<file path="config.mk">
export PLATFORM = sky130hd
export DESIGN_NAME = backflush_cleaning_sequencer_top
export DESIGN_NICKNAME = d
export VERILOG_FILES = /design/src/bcs_pkg.sv /design/src/bcs_cfg_regs.sv /design/src/bcs_step.sv /design/src/backflush_cleaning_sequencer_top.sv
export VERILOG_INCLUDE_DIRS = /design/src /design/src/src
export SDC_FILE = /design/constraint.sdc
export NUM_CORES = 1
export LEC_CHECK = 0
export ABC_AREA = 1
export BUFFER_PORTS_ARGS = -buffer_cell sky130_fd_sc_hd__buf_4
export CAP_MARGIN = 20
export CORE_ASPECT_RATIO = 1.1
export CORE_UTILIZATION = 56
export DETAILED_ROUTE_END_ITERATION = 6
export GPL_TIMING_DRIVEN = 0
export PLACE_DENSITY = 0.7
export SYNTH_ARGS = -nofsm -noshare
export SYNTH_HDL_FRONTEND = slang
export SYNTH_HIERARCHICAL = 1
export SYNTH_SLANG_ARGS = --single-unit
</file>
<file path="constraint.sdc">
create_clock -name clk -period 9.3 [get_ports clk]
set_clock_uncertainty 0.2 [all_clocks]
set_input_delay 0.465 -clock clk [delete_from_list [all_inputs] [get_ports clk]]
set_output_delay 0.465 -clock clk [all_outputs]
set_load 0.02 [all_outputs]
</file>
<file path="src/backflush_cleaning_sequencer_top_macros.svh">
// ----------------------------------------------------------------------------
// backflush_cleaning_sequencer_top_macros
// Assertion macros for the backflush cleaning sequencer.
// ----------------------------------------------------------------------------
// Both macros sample on the rising edge of clk and are held off while arst_n is low.
`ifndef BACKFLUSH_CLEANING_SEQUENCER_TOP_MACROS_SVH
`define BACKFLUSH_CLEANING_SEQUENCER_TOP_MACROS_SVH

// The consequent holds in the same cycle as the antecedent.
`define BCS_ASSERT_NOW(label, ante, cons, msg) \
	label: assert property (@(posedge clk) disable iff (!arst_n) (ante) |-> (cons)) \
		else $error(msg);

// The consequent holds in the cycle after the antecedent.
`define BCS_ASSERT_NEXT(label, ante, cons, msg) \
	label: assert property (@(posedge clk) disable iff (!arst_n) (ante) |=> (cons)) \
		else $error(msg);

`endif

</file>
<file path="src/bcs_pkg.sv">
// ----------------------------------------------------------------------------
// bcs_pkg
// Types, constants and code helpers for the backflush cleaning sequencer.
// ----------------------------------------------------------------------------
`default_nettype none

package bcs_pkg;

	localparam int PRESS_W = 12;
	localparam int TICK_W  = 24;
	localparam int IDX_W   = 6;
	localparam int LEVEL_W = 8;
	localparam int CFG_IDX_W = 3;
	localparam int S_DATA_W  = 24;
	localparam int M_DATA_W  = 40;

	localparam logic [TICK_W-1:0]   TICK_MAX    = '1;
	localparam logic [PRESS_W:0]    HARD_MARGIN = 13'd100;
	localparam logic                MOMENTARY_BUTTON = 1'b1;
	localparam logic [LEVEL_W-1:0]  FULL_LEVEL  = 8'd255;

	// Output codes
	localparam logic [2:0] PC_NONE  = 3'd0;
	localparam logic [2:0] PC_DET   = 3'd1;
	localparam logic [2:0] PC_SOAK  = 3'd2;
	localparam logic [2:0] PC_AWAIT = 3'd3;
	localparam logic [2:0] PC_RINSE = 3'd4;
	localparam logic [2:0] PC_DONE  = 3'd5;
	localparam logic [1:0] FC_OFF   = 2'd0;
	localparam logic [1:0] FC_PRESS = 2'd1;
	localparam logic [1:0] FC_HOLD  = 2'd2;
	localparam logic [1:0] FC_REL   = 2'd3;

	typedef enum logic [5:0] {
		PH_NONE  = 6'b000001,
		PH_DET   = 6'b000010,
		PH_SOAK  = 6'b000100,
		PH_AWAIT = 6'b001000,
		PH_RINSE = 6'b010000,
		PH_DONE  = 6'b100000
	} phase_t;

	typedef enum logic [3:0] {
		FS_OFF   = 4'b0001,
		FS_PRESS = 4'b0010,
		FS_HOLD  = 4'b0100,
		FS_REL   = 4'b1000
	} flush_t;

	typedef enum logic [CFG_IDX_W-1:0] {
		REG_MAX_PRESSURE  = 3'd0,
		REG_FILL_TIMEOUT  = 3'd1,
		REG_HOLD_TICKS    = 3'd2,
		REG_HOLD_LEVEL    = 3'd3,
		REG_PAUSE_TICKS   = 3'd4,
		REG_FLUSHES       = 3'd5,
		REG_SOAK_TICKS    = 3'd6,
		REG_AWAIT_TIMEOUT = 3'd7
	} cfg_reg_t;

	typedef struct packed {
		logic [PRESS_W-1:0] max_pressure;
		logic [TICK_W-1:0]  fill_timeout_ticks;
		logic [TICK_W-1:0]  hold_ticks;
		logic [LEVEL_W-1:0] hold_pump_level;
		logic [TICK_W-1:0]  pause_ticks;
		logic [IDX_W-1:0]   flushes_per_phase;
		logic [TICK_W-1:0]  soak_ticks;
		logic [TICK_W-1:0]  await_timeout_ticks;
	} cfg_t;

	typedef struct packed {
		phase_t             phase;
		flush_t             fs;
		logic [IDX_W-1:0]   flush_index;
		logic [TICK_W-1:0]  elapsed;
		logic               believed_on;
		logic [PRESS_W-1:0] fill_peak;
		logic [PRESS_W-1:0] last_peak;
		logic               last_max;
		logic               latch_level;
	} seq_state_t;

	// Input word layout, lowest bit last in the list
	typedef struct packed {
		logic [6:0]         pad;
		logic               brewing;
		logic               button_abort;
		logic               continue_req;
		logic               stop_req;
		logic               start_req;
		logic [PRESS_W-1:0] pressure;
	} item_t;

	// Result word layout, lowest bit last in the list
	typedef struct packed {
		logic [3:0]         pad;
		logic               active;
		logic               last_reached_max;
		logic [PRESS_W-1:0] last_peak;
		logic [6:0]         cycle_number;
		logic [1:0]         flush_state;
		logic [2:0]         phase_code;
		logic [LEVEL_W-1:0] pump_level;
		logic               button_drive;
		logic               machine_on;
	} result_t;

	function automatic logic is_active(input phase_t ph);
		return (ph == PH_DET) || (ph == PH_SOAK) || (ph == PH_AWAIT) || (ph == PH_RINSE);
	endfunction

	function automatic logic [2:0] phase_code(input phase_t ph);
		logic [2:0] c;
		case (ph)
			PH_DET:   c = PC_DET;
			PH_SOAK:  c = PC_SOAK;
			PH_AWAIT: c = PC_AWAIT;
			PH_RINSE: c = PC_RINSE;
			PH_DONE:  c = PC_DONE;
			default:  c = PC_NONE;
		endcase
		return c;
	endfunction

	function automatic logic [1:0] flush_code(input flush_t fs);
		logic [1:0] c;
		case (fs)
			FS_PRESS: c = FC_PRESS;
			FS_HOLD:  c = FC_HOLD;
			FS_REL:   c = FC_REL;
			default:  c = FC_OFF;
		endcase
		return c;
	endfunction

endpackage

`default_nettype wire

</file>
<file path="src/bcs_cfg_regs.sv">
// ----------------------------------------------------------------------------
// bcs_cfg_regs
// Configuration register file, written one register per handshake.
// ----------------------------------------------------------------------------
`default_nettype none

module bcs_cfg_regs (
	input  wire logic                           clk,
	input  wire logic                           arst_n,
	input  wire logic                           cfg_valid,
	output logic                                cfg_ready,
	input  wire logic [bcs_pkg::CFG_IDX_W-1:0]  cfg_index,
	input  wire logic [bcs_pkg::TICK_W-1:0]     cfg_data,
	output bcs_pkg::cfg_t                       cfg
);

	bcs_pkg::cfg_t cfg_q;

	assign cfg_ready = 1'b1;
	assign cfg       = cfg_q;

	always_ff @(posedge clk or negedge arst_n) begin
		if (!arst_n) begin
			cfg_q.max_pressure        <= 12'd900;
			cfg_q.fill_timeout_ticks  <= 24'd1000;
			cfg_q.hold_ticks          <= 24'd500;
			cfg_q.hold_pump_level     <= 8'd120;
			cfg_q.pause_ticks         <= 24'd1000;
			cfg_q.flushes_per_phase   <= 6'd5;
			cfg_q.soak_ticks          <= 24'd6000;
			cfg_q.await_timeout_ticks <= 24'd60000;
		end else if (cfg_valid) begin
			case (bcs_pkg::cfg_reg_t'(cfg_index))
				bcs_pkg::REG_MAX_PRESSURE:
					cfg_q.max_pressure <= cfg_data[bcs_pkg::PRESS_W-1:0];
				bcs_pkg::REG_FILL_TIMEOUT:  cfg_q.fill_timeout_ticks <= cfg_data;
				bcs_pkg::REG_HOLD_TICKS:    cfg_q.hold_ticks <= cfg_data;
				bcs_pkg::REG_HOLD_LEVEL:
					cfg_q.hold_pump_level <= cfg_data[bcs_pkg::LEVEL_W-1:0];
				bcs_pkg::REG_PAUSE_TICKS:   cfg_q.pause_ticks <= cfg_data;
				bcs_pkg::REG_FLUSHES:
					cfg_q.flushes_per_phase <= cfg_data[bcs_pkg::IDX_W-1:0];
				bcs_pkg::REG_SOAK_TICKS:    cfg_q.soak_ticks <= cfg_data;
				bcs_pkg::REG_AWAIT_TIMEOUT: cfg_q.await_timeout_ticks <= cfg_data;
				default: ;
			endcase
		end
	end

endmodule

`default_nettype wire

</file>
<file path="src/bcs_step.sv">
// ----------------------------------------------------------------------------
// bcs_step
// One control tick: request handling, flush sequencing and result forming.
// ----------------------------------------------------------------------------
`default_nettype none

module bcs_step (
	input  wire bcs_pkg::seq_state_t st,
	input  wire bcs_pkg::cfg_t       cfg,
	input  wire bcs_pkg::item_t      item,
	output bcs_pkg::seq_state_t      st_next,
	output bcs_pkg::result_t         res
);

	// Returns {believed_on, toggle, latch_level} after asking for drive level on
	function automatic logic [2:0] drive(input logic on, input logic bon,
			input logic tog, input logic latch);
		logic [2:0] r;
		r = {bon, tog, latch};
		if (on != bon) begin
			if (bcs_pkg::MOMENTARY_BUTTON)
				r[1] = ~tog;
			else
				r[0] = on;
			r[2] = on;
		end
		return r;
	endfunction

	bcs_pkg::seq_state_t s;
	logic                tog;
	logic [bcs_pkg::PRESS_W-1:0] p;
	logic [bcs_pkg::PRESS_W:0]   hard_limit;

	assign p          = item.pressure;
	assign hard_limit = {1'b0, cfg.max_pressure} + bcs_pkg::HARD_MARGIN;

	always_comb begin
		s   = st;
		tog = 1'b0;
		if (s.elapsed != bcs_pkg::TICK_MAX)
			s.elapsed = s.elapsed + 24'd1;

		// button abort: stop without a toggle pulse
		if (item.button_abort && bcs_pkg::is_active(s.phase)) begin
			if (!bcs_pkg::MOMENTARY_BUTTON)
				s.latch_level = 1'b0;
			s.phase       = bcs_pkg::PH_NONE;
			s.fs          = bcs_pkg::FS_OFF;
			s.flush_index = '0;
			s.believed_on = 1'b0;
		end

		if (item.stop_req && bcs_pkg::is_active(s.phase)) begin
			{s.believed_on, tog, s.latch_level} = drive(1'b0, s.believed_on, tog, s.latch_level);
			s.phase       = bcs_pkg::PH_NONE;
			s.fs          = bcs_pkg::FS_OFF;
			s.flush_index = '0;
			s.believed_on = 1'b0;
		end

		if (item.start_req && !bcs_pkg::is_active(s.phase) && !item.brewing) begin
			s.phase       = bcs_pkg::PH_DET;
			s.flush_index = '0;
			s.last_peak   = '0;
			s.last_max    = 1'b0;
			s.fill_peak   = '0;
			{s.believed_on, tog, s.latch_level} = drive(1'b1, s.believed_on, tog, s.latch_level);
			s.fs          = bcs_pkg::FS_PRESS;
			s.elapsed     = '0;
		end

		if (item.continue_req && s.phase == bcs_pkg::PH_AWAIT) begin
			s.phase       = bcs_pkg::PH_RINSE;
			s.flush_index = '0;
			s.fill_peak   = '0;
			{s.believed_on, tog, s.latch_level} = drive(1'b1, s.believed_on, tog, s.latch_level);
			s.fs          = bcs_pkg::FS_PRESS;
			s.elapsed     = '0;
		end

		if (bcs_pkg::is_active(s.phase)) begin
			if (s.believed_on && ({1'b0, p} > hard_limit)) begin
				// overpressure: vent at once
				s.last_peak = (s.fill_peak > p) ? s.fill_peak : p;
				s.last_max  = 1'b1;
				{s.believed_on, tog, s.latch_level} = drive(1'b0, s.believed_on, tog, s.latch_level);
				s.fs      = bcs_pkg::FS_REL;
				s.elapsed = '0;
			end else begin
				case (s.fs)
					bcs_pkg::FS_PRESS: begin
						if (p > s.fill_peak)
							s.fill_peak = p;
						if (p >= cfg.max_pressure) begin
							s.last_peak = s.fill_peak;
							s.last_max  = 1'b1;
							s.fs        = bcs_pkg::FS_HOLD;
							s.elapsed   = '0;
						end else if (s.elapsed > cfg.fill_timeout_ticks) begin
							s.last_peak = s.fill_peak;
							s.last_max  = 1'b0;
							{s.believed_on, tog, s.latch_level} =
								drive(1'b0, s.believed_on, tog, s.latch_level);
							s.fs      = bcs_pkg::FS_REL;
							s.elapsed = '0;
						end
					end
					bcs_pkg::FS_HOLD: begin
						if (p > s.fill_peak) begin
							s.fill_peak = p;
							s.last_peak = p;
						end
						if (s.elapsed > cfg.hold_ticks) begin
							{s.believed_on, tog, s.latch_level} =
								drive(1'b0, s.believed_on, tog, s.latch_level);
							s.fs      = bcs_pkg::FS_REL;
							s.elapsed = '0;
						end
					end
					bcs_pkg::FS_REL: begin
						if (s.elapsed > cfg.pause_ticks) begin
							s.flush_index = s.flush_index + 6'd1;
							if (s.flush_index < cfg.flushes_per_phase) begin
								s.fill_peak = '0;
								{s.believed_on, tog, s.latch_level} =
									drive(1'b1, s.believed_on, tog, s.latch_level);
								s.fs      = bcs_pkg::FS_PRESS;
								s.elapsed = '0;
							end else if (s.phase == bcs_pkg::PH_DET) begin
								s.phase   = bcs_pkg::PH_SOAK;
								s.fs      = bcs_pkg::FS_OFF;
								s.elapsed = '0;
							end else begin
								s.phase       = bcs_pkg::PH_DONE;
								s.fs          = bcs_pkg::FS_OFF;
								s.flush_index = '0;
								s.believed_on = 1'b0;
							end
						end
					end
					default: begin
						if (s.phase == bcs_pkg::PH_SOAK && s.elapsed > cfg.soak_ticks) begin
							s.phase   = bcs_pkg::PH_AWAIT;
							s.elapsed = '0;
						end else if (s.phase == bcs_pkg::PH_AWAIT &&
								s.elapsed > cfg.await_timeout_ticks) begin
							s.phase       = bcs_pkg::PH_NONE;
							s.fs          = bcs_pkg::FS_OFF;
							s.flush_index = '0;
							s.believed_on = 1'b0;
						end
					end
				endcase
			end
		end
	end

	assign st_next = s;

	always_comb begin
		res                  = '0;
		res.machine_on       = s.believed_on;
		res.button_drive     = bcs_pkg::MOMENTARY_BUTTON ? tog : s.latch_level;
		res.pump_level       = (s.fs == bcs_pkg::FS_HOLD) ? cfg.hold_pump_level
			: bcs_pkg::FULL_LEVEL;
		res.phase_code       = bcs_pkg::phase_code(s.phase);
		res.flush_state      = bcs_pkg::flush_code(s.fs);
		res.cycle_number     = {1'b0, s.flush_index} + 7'd1;
		res.last_peak        = s.last_peak;
		res.last_reached_max = s.last_max;
		res.active           = bcs_pkg::is_active(s.phase);
	end

endmodule

`default_nettype wire

</file>
<file path="src/backflush_cleaning_sequencer_top.sv">
// ----------------------------------------------------------------------------
// backflush_cleaning_sequencer_top
// Backflush cleaning sequencer: one control tick per stream word.
// ----------------------------------------------------------------------------
// Each input word is one control tick and yields exactly one result word that
// shows the sequencer state after that tick. The block takes one word per
// clock cycle unless m_tready holds the output register full; an accepted
// word waits in the input register, then a single pass of tick logic writes
// its result into the output register and updates the state registers. The
// output register lets a new word enter while a result waits. The
// configuration channel is always ready and should only be written while no
// ticks are in flight. Everything is ready straight out of reset.
`default_nettype none

module backflush_cleaning_sequencer_top (
	input  wire logic                           clk,
	input  wire logic                           arst_n,
	input  wire logic                           cfg_valid,
	output logic                                cfg_ready,
	input  wire logic [bcs_pkg::CFG_IDX_W-1:0]  cfg_index,
	input  wire logic [bcs_pkg::TICK_W-1:0]     cfg_data,
	input  wire logic                           s_tvalid,
	output logic                                s_tready,
	// pressure[11:0], start_req, stop_req, continue_req, button_abort, brewing, zero pad
	input  wire logic [bcs_pkg::S_DATA_W-1:0]   s_tdata,
	output logic                                m_tvalid,
	input  wire logic                           m_tready,
	// machine_on, button_drive, pump_level[7:0], phase_code[2:0], flush_state[1:0],
	// cycle_number[6:0], last_peak[11:0], last_reached_max, active, zero pad
	output logic [bcs_pkg::M_DATA_W-1:0]        m_tdata
);

	bcs_pkg::cfg_t       cfg;
	bcs_pkg::seq_state_t state_q;
	bcs_pkg::seq_state_t state_next;
	bcs_pkg::result_t    res;

	logic                          valid_s1;
	logic [bcs_pkg::S_DATA_W-1:0]  tdata_s1;
	logic                          m_tvalid_q;
	logic [bcs_pkg::M_DATA_W-1:0]  m_tdata_q;
	logic                          adv;

	bcs_pkg::result_t              out_word;
	logic                          flushing;
	logic                          in_flush_phase;
	logic                          active_ok;

	bcs_cfg_regs u_cfg (
		.clk       (clk),
		.arst_n    (arst_n),
		.cfg_valid (cfg_valid),
		.cfg_ready (cfg_ready),
		.cfg_index (cfg_index),
		.cfg_data  (cfg_data),
		.cfg       (cfg)
	);

	bcs_step u_step (
		.st      (state_q),
		.cfg     (cfg),
		.item    (bcs_pkg::item_t'(tdata_s1)),
		.st_next (state_next),
		.res     (res)
	);

	// process the held word when the output register is free or being emptied
	assign adv      = valid_s1 && (!m_tvalid_q || m_tready);
	assign s_tready = !valid_s1 || adv;
	assign m_tvalid = m_tvalid_q;
	assign m_tdata  = m_tdata_q;

	always_ff @(posedge clk or negedge arst_n) begin
		if (!arst_n) begin
			valid_s1 <= 1'b0;
		end else if (s_tready) begin
			valid_s1 <= s_tvalid;
		end
	end

	always_ff @(posedge clk) begin
		if (s_tvalid && s_tready)
			tdata_s1 <= s_tdata;
	end

	always_ff @(posedge clk or negedge arst_n) begin
		if (!arst_n) begin
			state_q.phase       <= bcs_pkg::PH_NONE;
			state_q.fs          <= bcs_pkg::FS_OFF;
			state_q.flush_index <= '0;
			state_q.elapsed     <= '0;
			state_q.believed_on <= 1'b0;
			state_q.fill_peak   <= '0;
			state_q.last_peak   <= '0;
			state_q.last_max    <= 1'b0;
			state_q.latch_level <= 1'b0;
		end else if (adv) begin
			state_q <= state_next;
		end
	end

	always_ff @(posedge clk or negedge arst_n) begin
		if (!arst_n) begin
			m_tvalid_q <= 1'b0;
		end else if (adv) begin
			m_tvalid_q <= 1'b1;
		end else if (m_tready) begin
			m_tvalid_q <= 1'b0;
		end
	end

	always_ff @(posedge clk) begin
		if (adv)
			m_tdata_q <= res;
	end

	assign out_word       = bcs_pkg::result_t'(m_tdata_q);
	assign flushing       = (state_q.fs != bcs_pkg::FS_OFF);
	assign in_flush_phase = (state_q.phase == bcs_pkg::PH_DET) ||
		(state_q.phase == bcs_pkg::PH_RINSE);
	assign active_ok      = out_word.active == ((out_word.phase_code != bcs_pkg::PC_NONE) &&
		(out_word.phase_code != bcs_pkg::PC_DONE));

`include "backflush_cleaning_sequencer_top_macros.svh"

	`BCS_ASSERT_NEXT(a_adv_loads_result, adv, m_tvalid_q, "processed tick produced no result")
	`BCS_ASSERT_NEXT(a_state_holds, !adv, $stable(state_q), "state moved without a tick")
	`BCS_ASSERT_NOW(a_flush_in_phase, flushing, in_flush_phase, "flush outside a flush phase")
	`BCS_ASSERT_NOW(a_active_matches_phase, m_tvalid_q, active_ok, "active flag disagrees")

endmodule

`default_nettype wire

</file>
==> results of run 1 <==
## critical path: cells and delay by family, from the launching register on
family	cells	cell delay, ns
buf+inv	3	0.54
compound gates	3	1.40
flops	1	0.42
fa+ha+maj	2	0.42
simple gates	20	3.79
xor+xnor	1	0.17
## metal layers
metal  routed length [microns]  track usage (%)  share of wire, %
met5                         0                0                 0
met4                      2407            15.08               4.5
met3                      2645            3.270               4.9
met2                     26810            57.81                50
met1                     21700            38.75                41
## area by class of cell
cell class / instances / area [sq um] / share of cell area, %
flip-flops and latches: 271 / 7122 / 33.90
well taps: 426 / 533.0 / 2.537
inverters: 302 / 1139 / 5.420
repair buffers: 122 / 1036 / 4.932
clock inverters: 11 / 103.9 / 0.4944
clock buffers: 45 / 889.6 / 4.235
plain buffers: 109 / 633.1 / 3.014
multi-input cells: 1747 / 9550 / 45.46
## report_power, final
| group | switching, uW | total (uW) | internal (uW) |
|---|---|---|---|
| registers | 124 | 1610 | 1490 |
| clock network | 490 | 1200 | 712 |
| logic | 1230 | 1890 | 662 |
## worst paths after layout
check / startpoint / endpoint / slack, ns / cells after the start
max: state_q[28]$_DFFE_PN0P_ / state_q[40]$_DFFE_PN0P_ / 2.24 / 29
min: cfg_index[0] / u_cfg/cfg[88]$_DFFE_PN1P_ / 0.07 / 4
max reg2reg: state_q[28]$_DFFE_PN0P_ / state_q[40]$_DFFE_PN0P_ / 2.24 / 29
min reg2reg: u_cfg/cfg[116]$_DFFE_PN1P_ / u_cfg/cfg[116]$_DFFE_PN1P_ / 0.26 / 2
max in group asynchronous: arst_n / u_cfg/cfg[2]$_DFFE_PN0P_ / 7.48 / 3
min in group asynchronous: arst_n / state_q[65]$_DFFE_PN0P_ / 0.30 / 2
## through the flow
step	std cells	area [sq um]	util [%]	total power, uW
final	3033	21010	64.89	4708
after global routing	3033	21010	64.89	5007
after CTS	3033	21010	64.89	4711
after detailed placement	2940	19640	60.67	3478
after global placement	2939	19610	60.56	3428
after floorplan	2429	18440	-	2951
## repair_timing
action                                  in CTS  in global routing
endpoints found under the setup margin       0                  0
hold buffers                                37                  0
endpoints found under the hold margin      199                  0
## flip-flops by register name, indices dropped and copies added, names as in the netlist
register / flops
u_cfg/cfg: 146
m_tdata: 40
valid_s1: 1
tdata_s1: 17
m_tvalid: 1
state_q: 66
==> reports/results.txt, run 1 <==
Slew Viols, Final - 0
area growth from synthesis to layout - 13.96%
htree depth - 1
Global Route Usage Sum - 32.18%
Clock Sinks - 271
Post-CTS Resized - 0
Hold Slack - 0.07327 ns
CP required - 9.57 ns
worst slack at placement - 2.406 ns
first-pass GRT wire length - 84.70 mm
clk_lat worst skew - 0.58 ns
Slew HR - 28.49%
cts bufs inserted - 30
Die H - 192.3 microns
most frequent cell on the critical path - nand3_1
Final Hold Vio Count - 0
Post-CTS Setup Inserts - 0
fmax - 0.1416 GHz
DR vias/cell - 5.515
Fill cells - 2,901
synth warn - 6
Slew @ Worst Pin - 1.063 ns
clock transition at the registers of the reported paths - 0.06 ns
unrepaired setup endpoints after global routing - false
Max Cap Viol - 0
slowest library cell on the worst path - nor4_1
Initial Util - 56.94%
gpl congestion - 0.9640
Initial DRT Pass Iterations - 6
Detail Placement HPWL - 40.02 mm
most common cell after layout, fill and taps aside - nand2_1
Max VDD drop - 0.1671 mV
CTS tree - yes
Worst Hold Class - in -> reg
final worst setup slack - 2.235 ns
Iter 0 DRT Violations - 1,224
Final Cycle Share - 75.96%
setup tns final - 0 ns
final wirelength - 53.56 mm
worst-path maximum fanout - 10
most frequent cells in the layout - nand2_1, inv_1, nand3_1
max incr delay on CP - 0.83 ns
Setup crit end kind - flip-flop
post-synthesis average cell area - 7.598 sq um
Remaining Overflow, GRT - 0
DRC Markers - 0
leak pwr - 0.01111 uW
final setup fails - 0
pwr dens - 224.1 nW/um^2
Crit Path Class - reg -> reg
initial antenna violation count - 0
DRT antenna net count - 0
proportion of layout cells with a drive suffix above 1 - 14.23%
Post-Syn Area - 18,430 sq um
nets - 2,802
vias post-DR - 16,726
vias in the first global route - 16,101
CTS Buffer Depth - 3
Post-Syn Instances - 2,426
Root Buffer Master - clkbuf_16
DIE WIDTH - 175.0 microns
ant diodes - 0
routed length per instance - 17.66 microns
Worst setup SP type - flip-flop
outcome - finished clean
Port-buffer cells - 84
Placement Rows - 69
Arr. time, crit path - 7.33 ns
largest net degree at the start of global routing - 115
Top Ports - 99
Final min period - 7.065 ns
die area - 33,650 sq um
core area - 32,370 sq um
Power figures use the tool's default switching activity.
==> run 2: changes to the inputs <==
--- a/config.mk
+++ b/config.mk
@@ -6,14 +6,14 @@
 export SDC_FILE = /design/constraint.sdc
 export NUM_CORES = 1
 export LEC_CHECK = 0
-export ABC_AREA = 1
+export ABC_AREA = 0
 export BUFFER_PORTS_ARGS = -buffer_cell sky130_fd_sc_hd__buf_4
 export CAP_MARGIN = 20
 export CORE_ASPECT_RATIO = 1.1
 export CORE_UTILIZATION = 56
 export DETAILED_ROUTE_END_ITERATION = 6
 export GPL_TIMING_DRIVEN = 0
-export PLACE_DENSITY = 0.7
+export PLACE_DENSITY = 0.73
 export SYNTH_ARGS = -nofsm -noshare
 export SYNTH_HDL_FRONTEND = slang
 export SYNTH_HIERARCHICAL = 1
==> constraint.sdc (replaced) <==
create_clock -name clk -period 6.2 [get_ports clk]
set_clock_uncertainty 0.2 [all_clocks]
set_input_delay 0.31 -clock clk [delete_from_list [all_inputs] [get_ports clk]]
set_output_delay 0.31 -clock clk [all_outputs]
set_load 0.02 [all_outputs]
==> reports/results.txt, run 2 <==
worst-path maximum fanout - 12 (+2)
Slew HR - 31.29% (+2.8 points)
Critical R2R Launch - state_q[62]$_DFFE_PN0P_
DRC Markers - 0 (unchanged)
Remaining Overflow, GRT - 0 (unchanged)
Reg2Reg Depth - 22 (-24%)
largest net degree at the start of global routing - 113 (-1.7%)
gpl congestion - 0.9227 (-4.3%)
htree depth - 1 (unchanged)
Fill cells - 2,476 (-15%)
critical path, cell by cell - buf_6, or4b_4, a211oi_2, buf_4, a21o_1, o21a_2, clkbuf_4, nor2_2, ha_1, a21oi_1, o21ai_0, a221oi_2, o21a_1, a31oi_2, a211o_1, clkbuf_2, a21oi_1, a21oi_1, a21oi_1, o22ai_1, buf_4, mux2_2
Root Buffer Master - clkbuf_16
routed length per instance - 19.75 microns (+12%)
Global Route Usage Sum - 28.39% (-3.8 points)
CP endpoint - state_q[2]$_DFFE_PN0P_
worst slack at placement - -1.034 ns (-3.440 ns)
CTS Buffer Depth - 3 (unchanged)
Final min period - 6.050 ns (-1.015 ns)
synth warn - 6 (unchanged)
most frequent cells in the layout - dfrtp_1, ha_1, inv_1
r2r endpoint - state_q[2]$_DFFE_PN0P_
Slew @ Worst Pin - 1.031 ns (-0.03216 ns)
first-pass GRT wire length - 72.35 mm (-15%)
ant diodes - 0 (unchanged)
DIE WIDTH - 172.4 microns (-1.5%)
max incr delay on CP - 0.56 ns (-0.27 ns)
initial antenna violation count - 0 (unchanged)
die area - 32,670 sq um (-2.9%)
max reg flops - 146 (unchanged)
Detail Placement HPWL - 33.44 mm (-16%)
Setup crit end kind - flip-flop
Die H - 189.5 microns (-1.5%)
Max Cap Viol - 0 (unchanged)
post-synthesis average cell area - 10.61 sq um (+40%)
most common cell after layout, fill and taps aside - dfrtp_1
Worst Hold Class - in -> reg
pwr dens - 340.9 nW/um^2 (+52%)
Post-Syn Instances - 1,686 (-31%)
Crit Path Class - reg -> reg
Top Ports - 99 (unchanged)
Worst setup SP type - flip-flop
fmax - 0.1653 GHz (+17%)
leak pwr - 0.009751 uW (-12%)
Placement Rows - 68 (-1.4%)
clk_lat worst skew - 0.57 ns (about the same)
Final Cycle Share - 97.58% (+22 points)
core area - 31,400 sq um (-3.0%)
DR vias/cell - 5.881 (+6.6%)
proportion of layout cells with a drive suffix above 1 - 28.37% (+14 points)
Initial Util - 57.00% (+0.063 points)
CP required - 6.43 ns (-3.14 ns)
Post-Syn Area - 17,890 sq um (-2.9%)
vias post-DR - 13,537 (-19%)
Initial DRT Pass Iterations - 5 (-1)
Max VDD drop - 0.2662 mV (+59%)
final worst setup slack - 0.1502 ns (-2.085 ns)
CTS tree - yes
Clock Sinks - 271 (unchanged)
Slew Viols, Final - 0 (unchanged)
area growth from synthesis to layout - 16.75%
Port-buffer cells - 86 (+2.4%)
Iter 0 DRT Violations - 871 (-29%)
crit path from - state_q[62]$_DFFE_PN0P_
Final Hold Vio Count - 0 (unchanged)
outcome - finished clean
DRT antenna net count - 0 (unchanged)
unrepaired setup endpoints after global routing - true
clock transition at the registers of the reported paths - 0.06 ns (about the same)
cts bufs inserted - 29 (-3.3%)
Arr. time, crit path - 6.28 ns (-1.05 ns)
final wirelength - 45.47 mm (-15%)
most frequent cell on the critical path - a21oi_1
final setup fails - 0 (unchanged)
nets - 2,078 (-26%)
reg2reg setup slack - 0.15 ns (-2.09 ns)
slowest library cell on the worst path - or4b_4
Final Core Density - 66.55% (+1.7 points)
vias in the first global route - 13,595 (-16%)
## run 2: cell count changes in the layout (fill, tap and decap cells not counted), sizes merged, moves of 18 or more
cell | before | now
buf | 173 | 147
nand3 | 224 | 43
a31oi | 1 | 23
nand2b | 0 | 31
a21o | 0 | 31
nand2 | 829 | 131
a211o | 0 | 18
o21ai | 101 | 46
mux2 | 1 | 213
nor2 | 140 | 85
a21oi | 114 | 69
nor3 | 13 | 57
inv | 301 | 160
## run 2: power by group
group	total, uW	internal [uW]	switching, uW
clock	1890	1170	723
combinational	2750	1230	1520
sequential	2490	2260	231
total	7120	4650	2470
## run 2: per-layer routing
layer / GRT usage, % / routed length (microns) / vias up
met5: 0 / 0 / -
li1: - / - / 6385
met4: 8.986 / 1296 / 0
met2: 46.39 / 21530 / 393
met3: 2.864 / 2255 / 79
met1: 39.46 / 20390 / 6680
## run 2: worst min-delay path by stage
| stage | startpoint | to | slack, ns | cells past startpoint |
|---|---|---|---|---|
| 2_1_floorplan | arst_n | m_tvalid$_DFFE_PN0P_ | -0.19 | 0 |
| 4_1_cts | cfg_valid | u_cfg/cfg[47]$_DFFE_PN0P_ | 0.07 | 3 |
| 3_5_place_dp | arst_n | u_cfg/cfg[120]$_DFFE_PN0P_ | 0.22 | 1 |
| 5_1_grt | cfg_valid | u_cfg/cfg[47]$_DFFE_PN0P_ | 0.09 | 3 |
| 6_report | cfg_valid | u_cfg/cfg[47]$_DFFE_PN0P_ | 0.09 | 3 |
| 3_3_place_gp | u_cfg/cfg[80]$_DFFE_PN0P_ | u_cfg/cfg[80]$_DFFE_PN0P_ | 0.28 | 1 |
## run 2: final cells by class
type	count	area [sq um]	share of cell area, %
Timing Repair Buffer	140	1211	5.797
Tap cell	420	525.5	2.515
Clock buffer	41	853.3	4.084
Buffer	86	634.4	3.036
Multi-Input combinational cell	1172	9751	46.67
Clock inverter	13	198.9	0.9522
Sequential cell	271	7122	34.09
Inverter	159	596.8	2.857
## run 2: stage by stage
step	total power (uW)	TNS (ns)	cells	hold WS [ns]	instance area (sq um)
finish	7123	0	2302	0.08802	20890
global placement	5046	-45.64	2195	0.2786	19080
detailed placement	5130	-46.58	2196	0.2182	19110
floorplan	4411	0	1689	-0.1856	17910
global route	7522	0	2302	0.08584	20890
CTS	7092	0	2298	0.06856	20740
## run 2: what timing repair did
| action | CTS | global route |
|---|---|---|
| hold buffers | 48 | 0 |
| setup buffers | 1 | 4 |
| hold endpoints to repair | 241 | 0 |
| setup endpoints to repair | 98 | 62 |
| pin swaps | 1 | 3 |
| resized for setup | 22 | 49 |
## run 2: worst max-delay path: cells and delay by family, from the launching register on
family,cells,cell delay [ns]
DFF,1,0.39
adders and majority gates,1,0.31
muxes,1,0.25
and+or+nand+nor,2,0.69
buffers and inverters,5,1.16
AOI/OAI and AO/OA,13,2.92
==> run 3: changes to the inputs <==
--- a/config.mk
+++ b/config.mk
@@ -14,6 +14,8 @@
 export DETAILED_ROUTE_END_ITERATION = 6
 export GPL_TIMING_DRIVEN = 0
 export PLACE_DENSITY = 0.73
+export SETUP_SLACK_MARGIN = 0.4
+export SKIP_LAST_GASP = 1
 export SYNTH_ARGS = -nofsm -noshare
 export SYNTH_HDL_FRONTEND = slang
 export SYNTH_HIERARCHICAL = 1
==> reports/results.txt, run 3 (same netlist as run 2, synthesis figures left out) <==
most common cell after layout, fill and taps aside - dfrtp_1
unrepaired setup endpoints after global routing - false
final setup fails - 0 (unchanged)
Final Cycle Share - 90.83% (-6.7 points)
worst-path maximum fanout - 10 (-2)
Fill cells - 2,423 (-2.1%)
most frequent cells in the layout - dfrtp_1, ha_1, inv_1
CP required - 6.40 ns (-0.03 ns)
largest net degree at the start of global routing - 113 (unchanged)
ant diodes - 0 (unchanged)
clock power share - 26.2% (-0.3 points)
Initial Util - 57.00% (unchanged)
Reg power frac - 34.6% (-0.3 points)
DRT antenna net count - 0 (unchanged)
clock transition at the registers of the reported paths - 0.06 ns (about the same)
Remaining Overflow, GRT - 0 (unchanged)
Detail Placement HPWL - 33.44 mm (unchanged)
core area - 31,400 sq um (unchanged)
first-pass GRT wire length - 72.93 mm (+0.81%)
Clock Sinks - 271 (unchanged)
slowest library cell on the worst path - or4b_4
DR vias/cell - 5.866 (-0.24%)
GR peak layer - met2
Root Buffer Master - clkbuf_16
Reg area - 7122 sq um (unchanged)
Arr. time, crit path - 5.83 ns (-0.45 ns)
total power - 7194 uW (+1.0%)
cts bufs inserted - 29 (unchanged)
CTS tree - yes
nets - 2,092 (+0.67%)
setup tns final - 0 ns (unchanged)
DRC Markers - 0 (unchanged)
Max VDD drop - 0.2678 mV (+0.58%)
leak pwr - 0.009870 uW (+1.2%)
Max Cap Viol - 0 (unchanged)
Initial DRT Pass Iterations - 5 (unchanged)
fmax - 0.1776 GHz (+7.4%)
CTS Buffer Depth - 3 (unchanged)
Slew Viols, Final - 0 (unchanged)
final wirelength - 45.99 mm (+1.1%)
Final min period - 5.631 ns (-0.4184 ns)
Comb pwr share - 39.2% (+0.6 points)
pwr dens - 338.2 nW/um^2 (-0.79%)
DIE WIDTH - 172.4 microns (unchanged)
P_int - 4688 uW (+0.84%)
Slew @ Worst Pin - 1.025 ns (-0.005751 ns)
P_sw - 2506 uW (+1.3%)
outcome - finished clean
Global Route Usage Sum - 28.60% (+0.21 points)
Crit Path Class - reg -> reg
Setup crit end kind - flip-flop
Cells after DPL - 2,196 (unchanged)
critical path, cell by cell - buf_6, or4b_4, a211oi_4, buf_6, a21o_1, o21a_4, buf_8, buf_8, nor2_2, ha_1, nand4_1, nor3_4, nand3_1, o211ai_1, o2111a_2, nand3b_1, a31oi_1, or3_4, or4b_1, o21ai_1
clk_lat worst skew - 0.57 ns (about the same)
vias in the first global route - 13,717 (+0.90%)
met2 Use GR - 46.87% (+0.48 points)
max incr delay on CP - 0.57 ns (about the same)
initial antenna violation count - 0 (unchanged)
Worst Hold Class - in -> reg
met1 usage - 39.01% (-0.46 points)
post-route design area - 21,270 sq um (+1.8%)
Die H - 189.5 microns (unchanged)
Placement Rows - 68 (unchanged)
routed length per instance - 19.86 microns (+0.53%)
Iter 0 DRT Violations - 858 (-1.5%)
multi-input gate area in the final layout - 9975 sq um (+2.3%)
Switching Fraction - 34.83% (+0.099 points)
Port-buffer cells - 86 (unchanged)
die area - 32,670 sq um (unchanged)
Final Hold Vio Count - 0 (unchanged)
fin cells - 2,316 (+0.61%)
area growth from synthesis to layout - 18.86%
Top Ports - 99 (unchanged)
Worst setup SP type - flip-flop
vias post-DR - 13,586 (+0.36%)
placed cell area - 19,110 sq um (unchanged)
GR Util met3 - 3.491% (+0.63 points)
htree depth - 1 (unchanged)
max reg flops - 146 (unchanged)
proportion of layout cells with a drive suffix above 1 - 30.38% (+2.0 points)
gpl congestion - 0.9227 (unchanged)
Slew HR - 31.67% (+0.38 points)
## run 3: cell count changes in the layout (fill, tap and decap cells not counted), sizes merged
cell,previous run,this run
buf,147,163
clkbuf,72,70
## run 3: power by group through the flow
| stage | sequential, uW | clock, uW | combinational [uW] |
|---|---|---|---|
| 5_1_grt | 2530 | 2000 | 3060 |
| 3_5_place_dp | 2510 | 0 | 2620 |
| 6_report | 2490 | 1890 | 2820 |
| 3_3_place_gp | 2500 | 0 | 2550 |
| 4_1_cts | 2490 | 1920 | 2720 |
| 2_1_floorplan | 2510 | 0 | 1900 |
## run 3: timing repair
item,CTS,global route
endpoints found under the setup margin,102,73
resized for setup,78,53
pin swaps,9,17
setup buffers,4,14
hold buffers,48,0
endpoints found under the hold margin,241,0
## run 3: final timing paths
| kind | startpoint | end | slack (ns) | cells after the start |
|---|---|---|---|---|
| worst max register to register | state_q[62]$_DFFE_PN0P_ | m_tdata[10]$_DFFE_PP_ | 0.57 | 20 |
| worst min register to register | u_cfg/cfg[80]$_DFFE_PN0P_ | u_cfg/cfg[80]$_DFFE_PN0P_ | 0.30 | 1 |
| worst min-delay path | cfg_valid | u_cfg/cfg[47]$_DFFE_PN0P_ | 0.09 | 3 |
| min in group asynchronous | arst_n | u_cfg/cfg[120]$_DFFE_PN0P_ | 0.19 | 2 |
| max in group asynchronous | arst_n | state_q[55]$_DFFE_PN0P_ | 4.55 | 3 |
| worst max-delay path | state_q[62]$_DFFE_PN0P_ | m_tdata[10]$_DFFE_PP_ | 0.57 | 20 |
## run 3: cell type report
class                      count  area share (%)
tap                          420           2.471
buffer                        87           3.241
clock inverter                13          0.9354
inverter                     159           2.806
timing repair buffer         153           6.153
clock buffer                  41           4.012
multi-input combinational   1172           46.90
sequential                   271           33.48
## run 3: critical path: cells and delay by family (launching register included)
| family | cells | cell delay [ns] |
|---|---|---|
| flip-flops | 1 | 0.39 |
| AND/OR/NAND/NOR | 8 | 2.34 |
| adder cells (fa/ha/maj) | 1 | 0.32 |
| AO/OA/AOI/OAI | 7 | 1.57 |
| buffers and inverters | 4 | 0.65 |
## run 3: stage by stage
| stage | worst slack (ns) | hold WS [ns] | util (%) |
|---|---|---|---|
| 6_report | 0.5685 | 0.09216 | 67.75 |
| 5_1_grt | 0.3782 | 0.08636 | 67.75 |
| 2_1_floorplan | 0.7913 | -0.1856 | - |
| 3_3_place_gp | -0.9372 | 0.2786 | 60.76 |
| 4_1_cts | 0.4030 | 0.06856 | 66.87 |
| 3_5_place_dp | -1.034 | 0.2182 | 60.88 |
## run 3: layer usage
metal  vias to the layer above  share of wire [%]
li1                       6408                  -
met1                      6739                 44
met2                       350                 48
met3                        89                4.9
met4                         0                3.0
met5                         -                  0
